File: src/rtl/core/jsu_pkg.sv
// Shared types, character constants and helpers for the JSON string unescaper.
`timescale 1ns / 1ps
`default_nettype none

package jsu_pkg;

	localparam int VAL_W = 16;
	localparam int ACC_W = 12;

	// Characters of interest (ASCII range, widened where compared)
	localparam logic [7:0] CH_SPACE  = 8'h20;
	localparam logic [7:0] CH_TAB    = 8'h09;
	localparam logic [7:0] CH_CR     = 8'h0D;
	localparam logic [7:0] CH_LF     = 8'h0A;
	localparam logic [7:0] CH_QUOTE  = 8'h22;
	localparam logic [7:0] CH_BSLASH = 8'h5C;
	localparam logic [7:0] CH_SLASH  = 8'h2F;
	localparam logic [7:0] CH_B      = 8'h62;
	localparam logic [7:0] CH_F      = 8'h66;
	localparam logic [7:0] CH_N      = 8'h6E;
	localparam logic [7:0] CH_R      = 8'h72;
	localparam logic [7:0] CH_T      = 8'h74;
	localparam logic [7:0] CH_U      = 8'h75;
	localparam logic [7:0] CH_BS     = 8'h08;
	localparam logic [7:0] CH_FF     = 8'h0C;

	typedef enum logic [1:0] {
		PH_SEEK = 2'd0,
		PH_BODY = 2'd1,
		PH_ESC  = 2'd2,
		PH_HEX  = 2'd3
	} phase_t;

	typedef enum logic [1:0] {
		KIND_UNIT = 2'd0,
		KIND_DONE = 2'd1,
		KIND_ERR  = 2'd2
	} kind_t;

	typedef enum logic [2:0] {
		E_NONE     = 3'd0,
		E_NO_QUOTE = 3'd1,
		E_CONTROL  = 3'd2,
		E_ESCAPE   = 3'd3,
		E_HEX      = 3'd4,
		E_UNTERM   = 3'd5
	} err_t;

	// Parser state carried from one beat to the next
	typedef struct packed {
		phase_t             phase;
		logic [1:0]         hex_count;
		logic [ACC_W-1:0]   hex_accum;
	} jsu_state_t;

	// One result beat, valid flags whether the beat produces one
	typedef struct packed {
		logic               valid;
		kind_t              kind;
		logic [VAL_W-1:0]   value;
		err_t               error_code;
	} jsu_result_t;

	localparam jsu_state_t STATE_RESET = '{phase: PH_SEEK, hex_count: 2'd0, hex_accum: '0};

	function automatic jsu_result_t mk_result(kind_t k, logic [VAL_W-1:0] v, err_t e);
		jsu_result_t r;
		r.valid      = 1'b1;
		r.kind       = k;
		r.value      = v;
		r.error_code = e;
		return r;
	endfunction

	// Hex digit decode on the low byte; ok is low for anything else
	function automatic logic [4:0] hex_nibble(logic [7:0] c, logic hi_zero);
		logic [4:0] r;
		r = 5'd0;
		if (hi_zero) begin
			if (c >= 8'h30 && c <= 8'h39) r = {1'b1, 4'(c - 8'h30)};
			else if (c >= 8'h61 && c <= 8'h66) r = {1'b1, 4'(c - 8'h57)};
			else if (c >= 8'h41 && c <= 8'h46) r = {1'b1, 4'(c - 8'h37)};
		end
		return r;
	endfunction

endpackage

`default_nettype wire

File: src/rtl/core/jsu_if.sv
// Valid/ready channel interfaces for code units in and results out.
`timescale 1ns / 1ps
`default_nettype none

interface jsu_in_if #(parameter int UNIT_WIDTH = 16);
	logic                  valid;
	logic                  ready;
	logic [UNIT_WIDTH-1:0] unit;
	logic                  end_of_text;

	modport source (output valid, output unit, output end_of_text, input ready);
	modport sink   (input valid, input unit, input end_of_text, output ready);
endinterface

interface jsu_out_if;
	logic        valid;
	logic        ready;
	logic [1:0]  kind;
	logic [15:0] value;
	logic [2:0]  error_code;

	modport source (output valid, output kind, output value, output error_code, input ready);
	modport sink   (input valid, input kind, input value, input error_code, output ready);
endinterface

`default_nettype wire

File: src/rtl/core/jsu_step.sv
// Next-state and result logic for one code unit.
`timescale 1ns / 1ps
`default_nettype none

module jsu_step
	import jsu_pkg::*;
#(
	parameter int UNIT_WIDTH = 16
) (
	input  jsu_state_t            st,
	input  logic [UNIT_WIDTH-1:0] unit,
	input  logic                  last,
	output jsu_state_t            nxt,
	output jsu_result_t           res
);

	logic [VAL_W-1:0] unit_val;
	logic [4:0]       nib;
	logic [7:0]       low_byte;
	logic             hi_zero;
	logic             is_ws;
	logic             esc_hit;
	logic [VAL_W-1:0] esc_val;

	// Widen or trim the unit to the 16-bit result value
	generate
		if (UNIT_WIDTH >= VAL_W) begin : g_trim
			assign unit_val = unit[VAL_W-1:0];
		end else begin : g_ext
			assign unit_val = {{(VAL_W-UNIT_WIDTH){1'b0}}, unit};
		end
		if (UNIT_WIDTH > 8) begin : g_hi
			assign hi_zero = (unit[UNIT_WIDTH-1:8] == '0);
		end else begin : g_nohi
			assign hi_zero = 1'b1;
		end
	endgenerate

	assign low_byte = unit[7:0];
	assign nib      = hex_nibble(low_byte, hi_zero);
	assign is_ws    = (unit == UNIT_WIDTH'(CH_SPACE)) || (unit == UNIT_WIDTH'(CH_TAB)) ||
	                  (unit == UNIT_WIDTH'(CH_CR)) || (unit == UNIT_WIDTH'(CH_LF));

	// Single-character escape decode
	always_comb begin
		esc_hit = 1'b1;
		esc_val = '0;
		priority if (unit == UNIT_WIDTH'(CH_QUOTE))  esc_val = VAL_W'(CH_QUOTE);
		else if (unit == UNIT_WIDTH'(CH_BSLASH))     esc_val = VAL_W'(CH_BSLASH);
		else if (unit == UNIT_WIDTH'(CH_SLASH))      esc_val = VAL_W'(CH_SLASH);
		else if (unit == UNIT_WIDTH'(CH_B))          esc_val = VAL_W'(CH_BS);
		else if (unit == UNIT_WIDTH'(CH_F))          esc_val = VAL_W'(CH_FF);
		else if (unit == UNIT_WIDTH'(CH_N))          esc_val = VAL_W'(CH_LF);
		else if (unit == UNIT_WIDTH'(CH_R))          esc_val = VAL_W'(CH_CR);
		else if (unit == UNIT_WIDTH'(CH_T))          esc_val = VAL_W'(CH_TAB);
		else                                         esc_hit = 1'b0;
	end

	// Phase transitions and result selection
	always_comb begin
		nxt = st;
		res = '{valid: 1'b0, kind: KIND_UNIT, value: '0, error_code: E_NONE};
		unique case (st.phase)
			PH_SEEK: begin
				if (is_ws) begin
					if (last) res = mk_result(KIND_ERR, '0, E_NO_QUOTE);
				end else if (unit != UNIT_WIDTH'(CH_QUOTE)) begin
					res = mk_result(KIND_ERR, '0, E_NO_QUOTE);
				end else if (last) begin
					res = mk_result(KIND_ERR, '0, E_UNTERM);
				end else begin
					nxt.phase = PH_BODY;
				end
			end
			PH_BODY: begin
				if (unit == UNIT_WIDTH'(CH_QUOTE)) begin
					res = mk_result(KIND_DONE, '0, E_NONE);
				end else if (unit == UNIT_WIDTH'(CH_BSLASH)) begin
					if (last) res = mk_result(KIND_ERR, '0, E_UNTERM);
					else nxt.phase = PH_ESC;
				end else if (unit < UNIT_WIDTH'(CH_SPACE)) begin
					res = mk_result(KIND_ERR, '0, E_CONTROL);
				end else if (last) begin
					res = mk_result(KIND_ERR, '0, E_UNTERM);
				end else begin
					res = mk_result(KIND_UNIT, unit_val, E_NONE);
				end
			end
			PH_ESC: begin
				if (unit == UNIT_WIDTH'(CH_U)) begin
					if (last) begin
						res = mk_result(KIND_ERR, '0, E_UNTERM);
					end else begin
						nxt.phase     = PH_HEX;
						nxt.hex_count = 2'd0;
						nxt.hex_accum = '0;
					end
				end else if (!esc_hit) begin
					res = mk_result(KIND_ERR, '0, E_ESCAPE);
				end else if (last) begin
					res = mk_result(KIND_ERR, '0, E_UNTERM);
				end else begin
					nxt.phase = PH_BODY;
					res = mk_result(KIND_UNIT, esc_val, E_NONE);
				end
			end
			PH_HEX: begin
				if (st.hex_count != 2'd3) begin
					if (last) begin
						res = mk_result(KIND_ERR, '0, E_UNTERM);
					end else if (!nib[4]) begin
						res = mk_result(KIND_ERR, '0, E_HEX);
					end else begin
						nxt.hex_accum = {st.hex_accum[ACC_W-5:0], nib[3:0]};
						nxt.hex_count = st.hex_count + 2'd1;
					end
				end else if (!nib[4]) begin
					res = mk_result(KIND_ERR, '0, E_HEX);
				end else if (last) begin
					res = mk_result(KIND_ERR, '0, E_UNTERM);
				end else begin
					nxt.phase     = PH_BODY;
					nxt.hex_count = 2'd0;
					nxt.hex_accum = '0;
					res = mk_result(KIND_UNIT, {st.hex_accum, nib[3:0]}, E_NONE);
				end
			end
			default: nxt = STATE_RESET;
		endcase
		// Done or error drops back to seeking the next string
		if (res.valid && res.kind != KIND_UNIT) nxt = STATE_RESET;
	end

endmodule

`default_nettype wire

File: src/rtl/core/jsu_out_reg.sv
// Result register driving the output channel.
`timescale 1ns / 1ps
`default_nettype none

module jsu_out_reg
	import jsu_pkg::*;
(
	input  logic              clk,
	input  logic              arst_n,
	input  logic              load,
	input  jsu_result_t       res,
	output logic              can_load,
	jsu_out_if.source         out
);

	logic             valid_q;
	kind_t            kind_q;
	logic [VAL_W-1:0] value_q;
	err_t             err_q;

	// Register is free when empty or its beat leaves this cycle
	assign can_load = !valid_q || out.ready;

	always_ff @(posedge clk or negedge arst_n) begin
		if (!arst_n) begin
			valid_q <= 1'b0;
		end else if (can_load) begin
			valid_q <= load && res.valid;
		end
	end

	// Payload, no reset
	always_ff @(posedge clk) begin
		if (can_load && load && res.valid) begin
			kind_q  <= res.kind;
			value_q <= res.value;
			err_q   <= res.error_code;
		end
	end

	assign out.valid      = valid_q;
	assign out.kind       = kind_q;
	assign out.value      = value_q;
	assign out.error_code = err_q;

endmodule

`default_nettype wire

File: src/rtl/core/json_string_unescape.sv
// Top level of the JSON string unescaper: input stage, parser state, result register.
//
//   channel  dir  payload                          handshake
//   in       in   unit[UNIT_WIDTH], end_of_text    valid/ready
//   out      out  kind[2], value[16], error_code[3] valid/ready
//
// One code unit per cycle sustained while the output is not stalled; a result is
// offered once its unit's beat has passed the input register and then the result register.
// arst_n clears the stage valids and returns the parser to seeking a quote.
// A stalled output holds the result register and then the input register;
// while a result waits, units that give no result are held as well.
`timescale 1ns / 1ps
`default_nettype none

module json_string_unescape
	import jsu_pkg::*;
#(
	parameter int UNIT_WIDTH = 16
) (
	input  logic       clk,
	input  logic       arst_n,
	jsu_in_if.sink     in,
	jsu_out_if.source  out
);

	logic                  valid_s1;
	logic [UNIT_WIDTH-1:0] unit_s1;
	logic                  last_s1;
	jsu_state_t            state_q;
	jsu_state_t            state_nxt;
	jsu_result_t           res;
	logic                  can_load;
	logic                  advance;

	assign advance  = valid_s1 && can_load;
	assign in.ready = !valid_s1 || can_load;

	// Input stage
	always_ff @(posedge clk or negedge arst_n) begin
		if (!arst_n) begin
			valid_s1 <= 1'b0;
		end else if (in.ready) begin
			valid_s1 <= in.valid;
		end
	end

	always_ff @(posedge clk) begin
		if (in.valid && in.ready) begin
			unit_s1 <= in.unit;
			last_s1 <= in.end_of_text;
		end
	end

	// Parser state advances once per consumed unit
	always_ff @(posedge clk or negedge arst_n) begin
		if (!arst_n) begin
			state_q <= STATE_RESET;
		end else if (advance) begin
			state_q <= state_nxt;
		end
	end

	jsu_step #(.UNIT_WIDTH(UNIT_WIDTH)) u_step (
		.st   (state_q),
		.unit (unit_s1),
		.last (last_s1),
		.nxt  (state_nxt),
		.res  (res)
	);

	jsu_out_reg u_out (
		.clk      (clk),
		.arst_n   (arst_n),
		.load     (advance),
		.res      (res),
		.can_load (can_load),
		.out      (out)
	);

endmodule

`default_nettype wire
File: src/flat_wrapper.sv
// flat-port wrapper written by rule: the top's interface ports become plain ports
module json_string_unescape_flat import jsu_pkg::*;
#(
	parameter int UNIT_WIDTH = 16
)
  (clk, arst_n, in_valid, in_unit, in_end_of_text, in_ready, out_valid, out_kind, out_value, out_error_code, out_ready);
  jsu_in_if #(.UNIT_WIDTH(UNIT_WIDTH)) in_i ();
  jsu_out_if out_i ();
  input  logic clk;
  input  logic arst_n;
  input wire logic [$bits(in_i.valid)-1:0] in_valid;
  input wire logic [$bits(in_i.unit)-1:0] in_unit;
  input wire logic [$bits(in_i.end_of_text)-1:0] in_end_of_text;
  output wire logic [$bits(in_i.ready)-1:0] in_ready;
  output wire logic [$bits(out_i.valid)-1:0] out_valid;
  output wire logic [$bits(out_i.kind)-1:0] out_kind;
  output wire logic [$bits(out_i.value)-1:0] out_value;
  output wire logic [$bits(out_i.error_code)-1:0] out_error_code;
  input wire logic [$bits(out_i.ready)-1:0] out_ready;
  assign in_i.valid = in_valid;
  assign in_i.unit = in_unit;
  assign in_i.end_of_text = in_end_of_text;
  assign in_ready = in_i.ready;
  assign out_valid = out_i.valid;
  assign out_kind = out_i.kind;
  assign out_value = out_i.value;
  assign out_error_code = out_i.error_code;
  assign out_i.ready = out_ready;
  json_string_unescape #(.UNIT_WIDTH(UNIT_WIDTH)) u_core (.clk(clk), .arst_n(arst_n), .in(in_i), .out(out_i));
endmodule
File: config.mk
export PLATFORM = sky130hd
export DESIGN_NAME = json_string_unescape_flat
export DESIGN_NICKNAME = d
export VERILOG_FILES = /design/src/rtl/core/jsu_pkg.sv /design/src/rtl/core/jsu_if.sv /design/src/rtl/core/jsu_step.sv /design/src/rtl/core/jsu_out_reg.sv /design/src/rtl/core/json_string_unescape.sv /design/src/flat_wrapper.sv
export SDC_FILE = /design/constraint.sdc
export NUM_CORES = 1
export LEC_CHECK = 0
export BUFFER_PORTS_ARGS = -buffer_cell sky130_fd_sc_hd__buf_2
export CORE_UTILIZATION = 40
export DETAILED_ROUTE_END_ITERATION = 12
export PLACE_DENSITY = 0.66
export SYNTH_ARGS = -nofsm -noshare
export SYNTH_HDL_FRONTEND = slang
export SYNTH_SLANG_ARGS = --single-unit
File: constraint.sdc
create_clock -name clk -period 3.9 [get_ports clk]
set_clock_uncertainty 0.15 [all_clocks]
set_input_delay 0.195 -clock clk [delete_from_list [all_inputs] [get_ports clk]]
set_output_delay 0.195 -clock clk [all_outputs]
set_load 0.02 [all_outputs]
== After elaboration in Yosys (flattened, before gate mapping) ==
Cells that the tools add are included.
Cells by class
  add/subtract/negate cells: 4
  multiply operators: 0
  divide/modulo/power cells: 0
  order comparisons: 7
  eq/ne operators: 30
  shifts and indexed selects: 0
  multiplexer cells: 56
  bitwise logic cells: 0
  reductions and logical operators: 22
Operators with widths (number)
  two-way mux 22 bit: 12
  equality test 16 x 7 -> 1 bit (second input constant): 7
  one-hot mux 22 bit (4 select lines): 1
  two-way mux 21 bit: 4
  two-way mux 16 bit: 4
  two-way mux 14 bit: 4
  equality test 16 x 4 -> 1 bit (second input constant): 3
  equality test 16 x 6 -> 1 bit (second input constant): 3
  inequality test 3 bit (second input constant): 10
  one-hot mux 14 bit (2 select lines): 1
  two-way mux 4 bit: 5
  two-way mux 5 bit: 4
  two-way mux 2 bit: 9
  greater-or-equal comparator 8 x 7 -> 1 bit (second input constant): 2
  <= comparator 8 x 7 -> 1 bit (second input constant): 2
  less-than comparator 16 x 6 -> 1 bit (second input constant): 1
  inequality test 16 x 6 -> 1 bit (second input constant): 1
  two-way mux 7 bit: 2
  AND reduction 11 bit: 1
  logical AND 1 bit: 9
  greater-or-equal comparator 8 x 6 -> 1 bit (second input constant): 1
  <= comparator 8 x 6 -> 1 bit (second input constant): 1
  zero test 8 bit: 1
  two-way mux 1 bit: 8
  15 further kinds: 23
Storage, ports and cells
  register bits: 56
  bits in latches: 0
  RAM bits: 0
  ROM bits: 0
  output and inout bits: 23
  memories kept: 0

== Depth between registers and ports, before layout ==
  depth in word-level cells: 17
  mapped depth: 10
  mapped depth without buffers: 8

== Cells and area by module ==
From an unflattened synthesis, not the netlist that was laid out.
Second synthesis, totals
  cell total of the unflattened synthesis: 291
  area, all modules: 3370.7 um^2
Modules (own cells, without submodules)
  jsu_step: times used 1, cells each 209, area each 1475.2 um^2, seq. area each 0.0 um^2
  json_string_unescape: times used 1, cells each 56, area each 1204.9 um^2, seq. area each 935.9 um^2
  jsu_out_reg: times used 1, cells each 26, area each 690.7 um^2, seq. area each 655.6 um^2

== Worst setup path after synthesis ==
Ideal clock, no wire load.
  path type: register to register
  start: register u_core.unit_s1[0]
  end: register u_core.u_out.err_q[0] (netlist: u_core.u_out.out.error_code[0]) (enable)
  setup time: 0.414 ns
  arrival time: 2.756 ns
  path slack: 0.580 ns
  stages on the path, launching flop included: 8
  path buffers: 0
  clock period less this slack: 3.320 ns
  path through: edfxtp_1 > inv_1 > ha_1 > inv_1 > o311a_1 > o211ai_2 > nand2_1 > a41oi_1
On the way
  word-level cells in the longest chain between the ends: 11
  elaborated cells between the ends (all ways): 34
  those cells by class: 6 x order compare; 8 x eq/ne; 13 x mux; 7 x reduce/logical
Ends and longest elaborated chain
  start, declared: line json_string_unescape.sv:27  | logic [UNIT_WIDTH-1:0] unit_s1;
  start signal, assigned: line json_string_unescape.sv:49  | unit_s1 <= in.unit;
  greater-or-equal comparator 8 x 7 -> 1 bit or <= comparator 8 x 7 -> 1 bit (tied branches): line jsu_pkg.sv:82  | else if (c >= 8'h41 && c <= 8'h46) r = {1'b1, 4'(c - 8'h37)};
  logical AND 1 bit: line jsu_pkg.sv:82
  two-way mux 5 bit: line jsu_pkg.sv:82
  two-way mux 5 bit: line jsu_pkg.sv:81  | else if (c >= 8'h61 && c <= 8'h66) r = {1'b1, 4'(c - 8'h57)};
  two-way mux 5 bit: line jsu_pkg.sv:80  | if (c >= 8'h30 && c <= 8'h39) r = {1'b1, 4'(c - 8'h30)};
  two-way mux 5 bit: line jsu_pkg.sv:79  | if (hi_zero) begin
  two-way mux 22 bit: line jsu_step.sv:111  | end else if (!nib[4]) begin
  two-way mux 22 bit: line jsu_step.sv:109  | if (last) begin
  two-way mux 22 bit: line jsu_step.sv:108  | if (st.hex_count != 2'd3) begin
  one-hot mux 22 bit (4 select lines) (*): line jsu_step.sv:63  | unique case (st.phase)
  logical AND 1 bit (*): line jsu_out_reg.sv:34  | if (can_load && load && res.valid) begin
  end signal, assigned: line jsu_out_reg.sv:37  | err_q <= res.error_code;
  end, declared: line jsu_out_reg.sv:19  | err_t err_q;
Every way passes the cells marked *; elsewhere a longest branch is shown, timed or not.
A chain may end at the register's enable or synchronous reset.

== Final worst setup path ==
  start: register u_core.unit_s1[0]
  end: register u_core.state_q[4] (netlist name)
On the way
  word-level cells in the longest chain between the ends: 16
  elaborated cells between the ends (all ways): 60
  those cells by class: 7 x order compare; 18 x eq/ne; 25 x mux; 10 x reduce/logical
Ends and longest elaborated chain
  equality test 16 x 7 -> 1 bit: line jsu_step.sv:55  | else if (unit == UNIT_WIDTH'(CH_T)) esc_val = VAL_W'(CH_TAB);
  two-way mux 1 bit: line jsu_step.sv:55
  two-way mux 1 bit: line jsu_step.sv:54  | else if (unit == UNIT_WIDTH'(CH_R)) esc_val = VAL_W'(CH_CR);
  two-way mux 1 bit: line jsu_step.sv:53  | else if (unit == UNIT_WIDTH'(CH_N)) esc_val = VAL_W'(CH_LF);
  two-way mux 1 bit: line jsu_step.sv:52  | else if (unit == UNIT_WIDTH'(CH_F)) esc_val = VAL_W'(CH_FF);
  two-way mux 1 bit: line jsu_step.sv:51  | else if (unit == UNIT_WIDTH'(CH_B)) esc_val = VAL_W'(CH_BS);
  two-way mux 1 bit: line jsu_step.sv:50  | else if (unit == UNIT_WIDTH'(CH_SLASH)) esc_val = VAL_W'(CH_SLASH);
  two-way mux 1 bit: line jsu_step.sv:49  | else if (unit == UNIT_WIDTH'(CH_BSLASH)) esc_val = VAL_W'(CH_BSLASH);
  two-way mux 1 bit: line jsu_step.sv:48  | priority if (unit == UNIT_WIDTH'(CH_QUOTE)) esc_val = VAL_W'(CH_QUOTE);
  two-way mux 22 bit: line jsu_step.sv:98  | end else if (!esc_hit) begin
  two-way mux 22 bit: line jsu_step.sv:90  | if (unit == UNIT_WIDTH'(CH_U)) begin
  one-hot mux 22 bit (4 select lines): line jsu_step.sv:63
  nonzero test 2 bit: line jsu_step.sv:131  | if (res.valid && res.kind != KIND_UNIT) nxt = STATE_RESET;
  logical AND 1 bit: line jsu_step.sv:131
  inequality test 3 bit (no source line) or nonzero test 3 bit (tied branches)
  AND reduction 6 bit (no source line)
  end signal, assigned: line json_string_unescape.sv:59  | state_q <= state_nxt;
  end, declared: line json_string_unescape.sv:29  | jsu_state_t state_q;
Several ways; a longest one is shown, not always the timed one.

==> summary.txt <==
ant diodes - 0
CTS tree - done
worst-skew pair later-pin latency - 0.31 ns
max incr delay on CP - 0.67 ns
via count - 2317
setup_tns - 0 ns
CP Cell Sequence - inv_1 > ha_1 > inv_1 > nor4_2 > or4_1 > o21bai_2 > o41a_1 > o22ai_1
Comb pwr share - 11.9%
WL/cell - 15.6 um
DIE HEIGHT - 87.6 um
most instantiated library cell after synthesis - edfxtp_1
initial core utilization - 42.2%
met3 WL - 315 um
Clock Sinks - 56
Max Root-Sink Buffers - 2
crit-path most repeated cell - inv_1
post-synthesis cell type count - 58
Power Density - 329 nW/um^2
Rel. slew slack - 51.6%
sw frac - 25.9%
M1 WL - 3040 um
cells after synthesis - 268
Area Growth Syn to Fin - 19.7%
slowest CP cell - o41a_1
fin crit period - 3.09 ns
DP Worst Slack - 0.873 ns
root buf cell - clkbuf_8
hpwl dp - 4680 um
GRT Total Usage - 18.5%
initial antenna violation count - 0
Avg Vias per Cell - 5.46
Worst EP arrival - 3.17 ns
DIE AREA - 7670 um^2
Mapped Nets - 294
Slew Viols, Final - 0
router iterations before antenna repair - 5
yosys warns - 0
top layer in use - met4
sequential share of power - 60.6%
CTS H-tree depth - 2
CP delay by family, top - compound AO/OA/AOI/OAI gates
Num CTS Buffers - 5
startpoint types - flip-flop
grt ovf - 0
Syn Std Cell Area - 2930 um^2
first-pass GRT wire length - 10700 um
Max Freq - 0.323 GHz
postcts setup bufs - 0
worst hold path type - input port to flip-flop
Util after Layout - 50.5%
RSZ-0062 raised after global routing - false
Worst EP required - 3.98 ns
io pins - 44
internal power - 0.000854 W
syn avg cell area - 10.9 um^2
most frequent cells after synthesis - edfxtp_1, nand2_1, inv_1, o21ai_0, dfrtp_1
Final setup viols - 0
DR iter-0 viols - 156
EDFF count, synth - 38
vias in the first global route - 2172
Port Buf Inserts - 43
site row count - 30
worst setup slack after layout - 0.806 ns
HP Start - out_ready
WL final - 6620 um
top cell type's share of synthesized area - 38.9%
# nets final - 353
Max Cap Viol - 0
clk slew on worst S/H paths - 0.10 ns
worst-margin pin slew - 0.725 ns
switching power total - 0.000299 W
share of post-route cells with drive strength above 1 - 19.5%
hold_ws - 0.0351 ns
Die Width - 87.6 um
largest net degree at the start of global routing - 23
GP Congestion - 0.893
r2r startpoint - u_core.unit_s1[0]
Tot Pwr - 0.00115 W
#FFs+latches synth - 56
routed wl met2 - 3180 um
Final Hold Viols - 0
Critical Path Source - u_core.unit_s1[0]
ratio of final minimum period to clock period - 79.3%
top cell type by total area after synthesis - edfxtp_1
Synth async-reset ratio - 32.1%
ys flop type - edfxtp_1
Seq/Total Area, Yosys - 54.3%
crit path kind - flip-flop to flip-flop
largest cells by area after synthesis - edfxtp_1, dfrtp_1, nand2_1, o21ai_0, o22ai_1
r2r setup slk - 0.81 ns
Clk pwr share - 27.5%
CP Capture Type - flip-flop
status - completed
CP Buf/Inv Count - 2
Final ANT Viol Nets - 0
DRC - 0
VDD IR-drop max - 0.183 mV
Core Box Area - 6940 um^2
cell leakage power - 1.35 nW
Crit Path Max Fanout - 14
## metal layers
| metal | track usage (%) | vias to the layer above |
|---|---|---|
| met3 | 3.30 | 9 |
| met5 | 0 | - |
| met1 | 24.4 | 1084 |
| met4 | 5.22 | 0 |
| li1 | - | 1128 |
| met2 | 31.3 | 96 |
## power groups by stage
stage / logic, W / clock network [W] / registers [W]
detailed placement: 0.000123 / 0 / 0.000711
finish: 0.000137 / 0.000317 / 0.000699
CTS: 0.000138 / 0.000324 / 0.000698
floorplan: 0.0000628 / 0 / 0.000723
global route: 0.000150 / 0.000347 / 0.000702
global placement: 0.000121 / 0 / 0.000710
## area by class of cell
| class | count | area (um^2) |
|---|---|---|
| clock inverters | 2 | 15.0 |
| repair buffers | 64 | 420 |
| flip-flops and latches | 56 | 1590 |
| fillers | 639 | 3440 |
| well taps | 96 | 120 |
| inverters | 21 | 78.8 |
| multi-input cells | 179 | 1210 |
| clock buffers | 6 | 72.6 |
## final timing paths
kind / to / cells past startpoint
setup / recovery: u_core.state_q[4] / 8
hold / removal: u_core.u_out.out.valid / 3
setup reg to reg: u_core.state_q[4] / 8
hold reg to reg: u_core.state_q[12] / 1
max in group asynchronous: u_core.state_q[15] / 2
min in group asynchronous: u_core.u_out.out.valid / 2
## worst min-delay path, stage by stage
cell and delay (ns):
buf_2 0.10, inv_1 0.06, a21o_1 0.11
## per-stage QoR
step | cell area, um^2 | std cells
finish | 3510 | 424
global route | 3510 | 424
CTS | 3510 | 424
detailed placement | 3230 | 397
global placement | 3230 | 397
floorplan | 2930 | 268
## state kept, by name, indices dropped and copies added, names as in the netlist
register                     count
u_core.valid_s1                  1
u_core.state_q                  16
u_core.u_out.out.valid           1
u_core.u_out.out.error_code      3
u_core.last_s1                   1
u_core.unit_s1                  16
u_core.u_out.out.kind            2
u_core.u_out.out.value          16
## repair_timing
item	4_1_cts	5_1_grt
gates resized for setup	0	0
hold buffers	19	0
endpoints found under the hold margin	36	0
## logic make-up (layout without fill, tap and decap cells)
kind of cell / count (synthesis) / after routing / synth area share (%)
AOI/OAI and AO/OA: 70 / 70 / 16.8
xor gates and xnor gates: 3 / 3 / 0.897
adders and majority gates: 5 / 5 / 2.13
buffers and inverters: 33 / 93 / 4.70
DFF: 56 / 56 / 54.3
muxes: 3 / 3 / 1.02
and+or+nand+nor: 98 / 98 / 20.2
## placed cells by master (no fill, tap or decap), types with 2 or more instances in the layout
| master | netlist | final |
|---|---|---|
| buf_4 | 0 | 2 |
| and4_1 | 2 | 2 |
| o21ai_0 | 19 | 19 |
| dlygate4sd3_1 | 0 | 19 |
| o2bb2ai_1 | 3 | 3 |
| a31oi_1 | 2 | 2 |
| nor2_1 | 10 | 10 |
| nor4_1 | 2 | 2 |
| mux2i_1 | 3 | 3 |
| nor2b_1 | 8 | 8 |
| buf_2 | 5 | 43 |
| a21o_1 | 3 | 3 |
| nand2_1 | 26 | 26 |
| a21oi_1 | 5 | 5 |
| or4_4 | 2 | 2 |
| clkbuf_8 | 0 | 5 |
| nor4_2 | 3 | 3 |
| a221o_1 | 3 | 3 |
| and3b_1 | 2 | 2 |
| edfxtp_1 | 38 | 38 |
| nand3_1 | 8 | 8 |
| nor3b_1 | 2 | 2 |
| ha_1 | 5 | 5 |
| or3_1 | 2 | 2 |
| o22ai_1 | 13 | 13 |
| and3_1 | 2 | 2 |
| a41oi_1 | 3 | 2 |
| xnor2_1 | 2 | 2 |
| and2_1 | 5 | 5 |
| nand4b_1 | 2 | 2 |
| nor3_1 | 6 | 6 |
| nand2b_1 | 6 | 6 |
| inv_1 | 21 | 21 |
| and4b_1 | 3 | 3 |
| a22oi_1 | 4 | 4 |
| dfrtp_1 | 18 | 18 |
No activity file was read; power rests on OpenSTA's default activity.
